`config.mk`:
```
export PLATFORM = sky130hd
export DESIGN_NAME = mtu_ctrl
export DESIGN_NICKNAME = d
export VERILOG_FILES = /design/src/hw/rtl/mtu_pkg.sv /design/src/hw/rtl/mtu_ctrl.sv
export SDC_FILE = /design/constraint.sdc
export NUM_CORES = 1
export LEC_CHECK = 0
export BUFFER_PORTS_ARGS = -buffer_cell sky130_fd_sc_hd__buf_4
export CORE_MARGIN = 2
export CORE_UTILIZATION = 55
export DETAILED_ROUTE_END_ITERATION = 8
export PLACE_DENSITY = 0.83
export SYNTH_ARGS = -nofsm -noshare
export SYNTH_HDL_FRONTEND = slang
export SYNTH_SLANG_ARGS = --single-unit
```
`constraint.sdc`:
```
create_clock -name clk -period 3.3 [get_ports clk]
set_input_delay 0 -clock clk [delete_from_list [all_inputs] [get_ports clk]]
set_output_delay 0 -clock clk [all_outputs]
set_load 0.005 [all_outputs]
```
`src/hw/rtl/mtu_pkg.sv`:
```
// mtu_pkg: shared types, codes and constants for the 4x4 matrix transform unit.
// Used by the channel interfaces, the controller, the datapath and the top level.
// No dependencies.
`default_nettype none

package mtu_pkg;

	// Fixed field widths of the transaction payloads
	localparam int unsigned DIM       = 4;
	localparam int unsigned NELEM     = DIM * DIM;
	localparam int unsigned IDX_W     = $clog2(NELEM);
	localparam int unsigned K_W       = $clog2(DIM);
	localparam int unsigned ROW_W     = $clog2(DIM);
	localparam int unsigned CMD_W     = 3;
	localparam int unsigned DATA_W    = 32;
	localparam int unsigned TOL_W     = 16;
	localparam logic [TOL_W-1:0] TOL_RESET = 16'd7;

	// Defaults for the top-level parameters
	localparam int unsigned WORD_WIDTH_DEF = 32;
	localparam int unsigned FRAC_BITS_DEF  = 16;

	// Command codes; 6 and 7 are ignored
	typedef enum logic [CMD_W-1:0] {
		CMD_LOAD_A    = 3'd0,
		CMD_LOAD_B    = 3'd1,
		CMD_TRANSFORM = 3'd2,
		CMD_MULTIPLY  = 3'd3,
		CMD_TRANSPOSE = 3'd4,
		CMD_COMPARE   = 3'd5
	} cmd_t;

	// Controller states
	typedef enum logic [2:0] {
		ST_IDLE,
		ST_MAC,
		ST_PIPE,
		ST_EMIT,
		ST_TRN,
		ST_CMP
	} state_t;

	// Source of the result written to the output register
	typedef enum logic [1:0] {
		SRC_MAC,
		SRC_TRN,
		SRC_CMP
	} src_t;

	// Controller to datapath commands
	typedef struct packed {
		logic             load_a;
		logic             load_b;
		logic             cap;
		logic             step;
		logic             first;
		logic             mul_sel;
		logic             wa_shift;
		logic             wb_rot;
		logic             wb_shift;
		logic             vq_shift;
		logic             cmp_step;
		logic             cmp_first;
		logic             emit;
		src_t             src;
		logic [ROW_W-1:0] row;
		logic             last;
	} ctrl_t;

endpackage

`default_nettype wire

```
`src/hw/rtl/mtu_ctrl.sv`:
```
// mtu_ctrl: command sequencer of the matrix transform unit.
// Depends on mtu_pkg; drives the datapath through a ctrl_t command bundle.
`default_nettype none

module mtu_ctrl import mtu_pkg::*; (
	input  logic             clk,
	input  logic             arst_n,
	input  logic             in_valid,
	input  logic [CMD_W-1:0] in_cmd,
	output logic             in_ready,
	input  logic             out_free,
	output ctrl_t            ctrl
);

	state_t           state_q, state_d;
	cmd_t             mode_q;
	logic [IDX_W-1:0] cnt_q;
	logic [ROW_W-1:0] row_q;
	logic             is_mul;
	logic             emit_last;

	assign is_mul    = (mode_q == CMD_MULTIPLY);
	assign emit_last = !is_mul || (row_q == ROW_W'(DIM - 1));

	// Next state
	always_comb begin
		state_d = state_q;
		case (state_q)
			ST_IDLE: begin
				if (in_valid) begin
					case (in_cmd)
						CMD_TRANSFORM, CMD_MULTIPLY: state_d = ST_MAC;
						CMD_TRANSPOSE:               state_d = ST_TRN;
						CMD_COMPARE:                 state_d = ST_CMP;
						default:                     state_d = ST_IDLE;
					endcase
				end
			end
			ST_MAC: begin
				if (cnt_q[K_W-1:0] == K_W'(DIM - 1))
					state_d = ST_PIPE;
			end
			ST_PIPE: state_d = ST_EMIT;
			ST_EMIT: begin
				if (out_free)
					state_d = emit_last ? ST_IDLE : ST_MAC;
			end
			ST_TRN: begin
				if (out_free && row_q == ROW_W'(DIM - 1))
					state_d = ST_IDLE;
			end
			ST_CMP: begin
				if (cnt_q == IDX_W'(NELEM - 1))
					state_d = ST_EMIT;
			end
			default: state_d = ST_IDLE;
		endcase
	end

	// Command outputs
	always_comb begin
		ctrl     = '0;
		ctrl.src = SRC_MAC;
		in_ready = 1'b0;
		case (state_q)
			ST_IDLE: begin
				in_ready = 1'b1;
				if (in_valid) begin
					case (in_cmd)
						CMD_LOAD_A: ctrl.load_a = 1'b1;
						CMD_LOAD_B: ctrl.load_b = 1'b1;
						CMD_TRANSFORM, CMD_MULTIPLY, CMD_TRANSPOSE, CMD_COMPARE:
							ctrl.cap = 1'b1;
						default: ;
					endcase
				end
			end
			ST_MAC: begin
				ctrl.step     = 1'b1;
				ctrl.first    = (cnt_q[K_W-1:0] == '0);
				ctrl.mul_sel  = is_mul;
				ctrl.wa_shift = 1'b1;
				ctrl.wb_rot   = is_mul;
				ctrl.vq_shift = !is_mul;
			end
			ST_PIPE: ;
			ST_EMIT: begin
				ctrl.src  = (mode_q == CMD_COMPARE) ? SRC_CMP : SRC_MAC;
				ctrl.row  = row_q;
				ctrl.last = emit_last;
				ctrl.emit = out_free;
			end
			ST_TRN: begin
				ctrl.src      = SRC_TRN;
				ctrl.row      = row_q;
				ctrl.last     = (row_q == ROW_W'(DIM - 1));
				ctrl.emit     = out_free;
				ctrl.wa_shift = out_free;
			end
			ST_CMP: begin
				ctrl.cmp_step  = 1'b1;
				ctrl.cmp_first = (cnt_q == '0);
				ctrl.wa_shift  = 1'b1;
				ctrl.wb_shift  = 1'b1;
			end
			default: ;
		endcase
	end

	// State, step counter, row counter and latched command
	always_ff @(posedge clk or negedge arst_n) begin
		if (!arst_n) begin
			state_q <= ST_IDLE;
			mode_q  <= CMD_LOAD_A;
			cnt_q   <= '0;
			row_q   <= '0;
		end else begin
			state_q <= state_d;
			case (state_q)
				ST_IDLE: begin
					cnt_q <= '0;
					row_q <= '0;
					if (in_valid && ctrl.cap)
						mode_q <= cmd_t'(in_cmd);
				end
				ST_MAC, ST_CMP: cnt_q <= cnt_q + IDX_W'(1);
				ST_EMIT: begin
					if (out_free) begin
						cnt_q <= '0;
						row_q <= row_q + ROW_W'(1);
					end
				end
				ST_TRN: begin
					if (out_free)
						row_q <= row_q + ROW_W'(1);
				end
				default: ;
			endcase
		end
	end

	// Sequencing checks
	a_mac_mode: assert property (@(posedge clk) disable iff (!arst_n)
		state_q == ST_MAC |-> (mode_q == CMD_TRANSFORM || mode_q == CMD_MULTIPLY))
		else $error("MAC steps issued for a command without products");

	a_single_row: assert property (@(posedge clk) disable iff (!arst_n)
		state_q == ST_EMIT && !is_mul |-> row_q == '0)
		else $error("single-result command emitted with non-zero row");

	a_pipe_emit: assert property (@(posedge clk) disable iff (!arst_n)
		state_q == ST_PIPE |=> state_q == ST_EMIT && $past(mode_q) == mode_q)
		else $error("drain cycle not followed by emit");

	a_cmp_start: assert property (@(posedge clk) disable iff (!arst_n)
		state_q == ST_IDLE && in_valid && in_cmd == CMD_COMPARE
		|=> state_q == ST_CMP && cnt_q == '0)
		else $error("compare sweep did not start at element zero");

endmodule

`default_nettype wire

```
# Word-level counts from Yosys, hierarchy flattened

Cells that the tools add are included.

RAM bits: 0
Bits in registers: 12
Bits in latches: 0
Memories: 0
ROM bits: 0
Word-level logic and storage cells: 71
Input port bits: 7

Bitwise gates (word level): 0
Shifts and indexed selects: 0
$add $sub $neg: 2
Magnitude comparators: 0
Muxes and demuxes: 26
$mul: 0
Divide/modulo/power cells: 0
Equality and inequality tests: 21
Reduce and logical (&&, ||, !) cells: 18

Operators with widths:

| cell                                                | count |
|---|---|
| 2-to-1 mux 3 bit                                    | 8 |
| case mux 3 bit (6 select lines)                     | 1 |
| equality test 3 x 2 -> 1 bit, second input constant | 5 |
| equality test 3 bit, second input constant          | 5 |
| case mux 4 bit (3 select lines)                     | 1 |
| case mux 6 bit (2 select lines)                     | 1 |
| inequality test 2 bit, second input constant        | 5 |
| case mux 3 bit (3 select lines)                     | 1 |
| 2-to-1 mux 1 bit                                    | 8 |
| equality test 3 x 1 -> 1 bit, second input constant | 2 |
| zero test 3 bit                                     | 2 |
| 2-to-1 mux 2 bit                                    | 3 |
| AND reduction 2 bit                                 | 3 |
| OR reduction 2 bit                                  | 3 |
| AND reduction 5 bit                                 | 1 |
| adder 4 x 1 -> 4 bit, second input constant         | 1 |
| equality test 2 bit, second input constant          | 2 |
| equality test 4 bit, second input constant          | 1 |
| zero test 4 bit                                     | 1 |
| 2-to-1 mux 4 bit                                    | 1 |
| case mux 2 bit (2 select lines)                     | 1 |
| OR reduction 4 bit                                  | 1 |
| nonzero test 3 bit                                  | 1 |
| adder 2 x 1 -> 2 bit, second input constant         | 1 |
| other kinds (7)                                     | 8 |

# Logic depth before layout (Yosys ltp)

Depth in word-level cells: 7
Mapped depth: 4
Depth with buffers taken out: 4

# Worst setup path after synthesis

No wires, ideal clock.

Path type: register to register
Start point: register state_q[1]
End point: register mode_q[0]
Data required time: 3172 ps
Buffers on the path: 1
Stages on the path, launching flop included: 5
Slack: 1659 ps
Arrival: 1513 ps
Cells stage by stage: dfrtp_1 > or4b_1 > buf_2 > a21oi_4 > mux2_1

RTL lines:

| item                   | RTL line        | source |
|---|---|---|
| from (decl)            | mtu_ctrl.sv:15  | `state_t state_q, state_d;` |
| from (signal assigned) | mtu_ctrl.sv:118 | `state_q <= state_d;` |
| to (signal assigned)   | mtu_ctrl.sv:124 | `mode_q <= cmd_t'(in_cmd);` |
| to (decl)              | mtu_ctrl.sv:16  | `cmd_t mode_q;` |

==> flow_metrics.tcl <==
set metrics [dict create \
    status "completed" \
    hold_class "input port to register" \
    p_int_mw 0.539 \
    startpoint "state_q[0]$_DFFE_PN0P_" \
    skew_ns 0.00548 \
    routed_wl_mm 2.30 \
    htreeDepth 1 \
    vias 930 \
    grt_max_degree 25 \
    setup_viol 0 \
    p_clk_share_pct 12.6 \
    top_layer "met4" \
    area_growth_pct 24.4 \
    fin_crit_ns 2.10 \
    nets 148 \
    dp_hpwl_mm 1.68 \
    dieWidth_um 45.3 \
    met2_wirelength_mm 1.15 \
    drc 0 \
    fp.dieH_um 45.3 \
    cts.path.max_buffers 2 \
    rsz0062_at_grt "no" \
    yosysUniqueCellTypes 42 \
    std_cell_rows 14 \
    overflow 0 \
    synth_top_area_cell "dfrtp_1" \
    routedWlPerCell_um 15.0 \
    maxCapViolations 0 \
    synth-edff-count 0 \
    vdd_drop_max_uv 473 \
    whs_path_depth 2 \
    worst_pin_slew_ns 0.669 \
    p_total_mw 0.952 \
    synth_nets 124 \
    ant_nets 0 \
    ff2ff_setup_slack_ns 1.24 \
    wl_met3_um 131 \
    dr.pass1.iters 4 \
    clock.fmax_mhz 475 \
    netlist_instances 114 \
    synth_top_cell_area_share_pct 32.0 \
    pwr-share-seq_pct 34.4 \
    ff2ff_path_depth 3 \
    post_cts_buffers 0 \
    end_kind "output port" \
    cts_tree "built" \
    num_io_pins 26 \
    worst-endpoint-required_ns 3.30 \
    grt_use_total_pct 26.8 \
    synth_common_cells "nand2_1, dfrtp_1, nor2_1" \
    ys_ff_latch 12 \
    p_sw_mw 0.413 \
    layout-drive-gt1-share_pct 24.1 \
    cts_sinks 12 \
    reg2reg_from "state_q[0]$_DFFE_PN0P_" \
    ys_warn_count 0 \
    grt_pass1_vias 860 \
    cp_max_fo 24 \
    hold_violations 0 \
    ys.flop_type "dfrtp_1" \
    async_flop_share_pct 100 \
    place_area_sq_um 1100 \
    netSwitchingFraction_pct 43.4 \
    synth_most_common_cell "nand2_1" \
    die_area_sq_um 2050 \
    hold-worst-slack_ns 0.0204 \
    grt_pass1_wl_mm 3.90 \
    synth-seq-area-share_pct 32.0 \
    crit_end "ctrl[16]" \
    fin_crit_sh_pct 63.7 \
    vias_per_cell 6.08 \
    avgSynthCellArea_sq_um 8.23 \
    fin_area_sq_um 1170 \
    diodes 0 \
    p_per_area_nw_per_um2 815 \
    coreArea_sq_um 1560 \
    routabilityCongestion 0.940 \
    cts_inserted_buffers 3 \
    worstSetupPathType "register to output port" \
    netlist_area_sq_um 938 \
    fin_tns_setup_ns 0 \
    ys_top_cells_by_area "dfrtp_1, nand2_1, ha_1" \
    maxSlewHeadroom_pct 55.4 \
    antenna_found_initial 0 \
    reg2reg_to "mode_q[0]$_DFFE_PN0P_" \
    path_clk_slew_ns 0.08 \
    wl_met1_um 991 \
    io_buffers 25 \
    cp_data_arrival_time_ns 2.10 \
    startpoint_type "register" \
    p_comb_share_pct 53.0 \
    clockRootBuffer "clkbuf_4" \
    leakage_nw 0.533 \
    drt_iter0_drc 29 \
    initial_utilization_pct 60.2 \
    finalMaxSlewViolations 0 \
    clkLatencyLatePin_ns 0.28 \
]
-- through the flow --
stage	utilization [%]	cells	setup slack, ns
after floorplan	-	114	1.66
after global placement	70.6	146	1.34
after detailed placement	70.6	146	1.28
after CTS	74.9	153	1.20
after global routing	74.9	153	1.08
final	74.9	153	1.20
-- metal layers --
| layer | track usage [%] | vias to the layer above |
|---|---|---|
| met5 | 0 | - |
| met4 | 12.4 | 0 |
| met3 | 6.00 | 2 |
| met2 | 42.6 | 38 |
| met1 | 34.3 | 431 |
| li1 | - | 459 |
-- worst min path at each step --
stage	start	to	slack, ns
after floorplan	arst_n	cnt_q[0]$_DFFE_PN0P_	-0.30
after global placement	arst_n	mode_q[0]$_DFFE_PN0P_	-0.15
after detailed placement	arst_n	mode_q[0]$_DFFE_PN0P_	-0.15
after CTS	out_free	cnt_q[3]$_DFFE_PN0P_	0.02
after global routing	out_free	cnt_q[3]$_DFFE_PN0P_	0.02
final	out_free	cnt_q[3]$_DFFE_PN0P_	0.02
-- cells in the final DEF, fill, tap and decap left out, types with 4 or more instances in the layout --
master	n
buf_4	25
nand2_1	15
dfrtp_1	12
nor2_1	8
inv_1	6
nand2b_1	6
a21oi_1	6
and2_1	5
nor2b_1	4
o21ai_0	4
-- logic make-up after synthesis --
family,synth area share [%]
and+or+nand+nor,31.3
AOI/OAI and AO/OA,23.2
buffers and inverters,7.20
DFF,32.0
adders and majority gates,4.00
muxes,2.27
-- timing repair --
action                                  CTS  global route
resized for setup                         0             0
hold buffers                              3             0
endpoints found under the hold margin    14             0
endpoints found under the setup margin    0             0
-- layout make-up --
type | count | area [sq um]
multi-input cells | 87 | 571
fillers | 125 | 392
flip-flops and latches | 12 | 300
repair buffers | 28 | 218
clock buffers | 4 | 36.3
inverters | 6 | 22.5
well taps | 16 | 20.0
-- power groups by stage --
stage	sequential, mW	combinational (mW)	clock, mW
floorplan	0.257	0.383	0
global placement	0.322	0.479	0
detailed placement	0.325	0.500	0
CTS	0.322	0.505	0.122
global route	0.343	0.571	0.132
finish	0.327	0.505	0.120
-- critical path: stages (launching register included) --
cell and delay [ns]:
dfrtp_1 0.63, or4b_1 0.78, nor4b_2 0.27, buf_4 0.15
-- registers in the layout, indices dropped and copies added (netlist names) --
register	flops
cnt_q	4
mode_q	3
row_q	2
state_q	3
No activity file was read; power rests on OpenSTA's default activity.
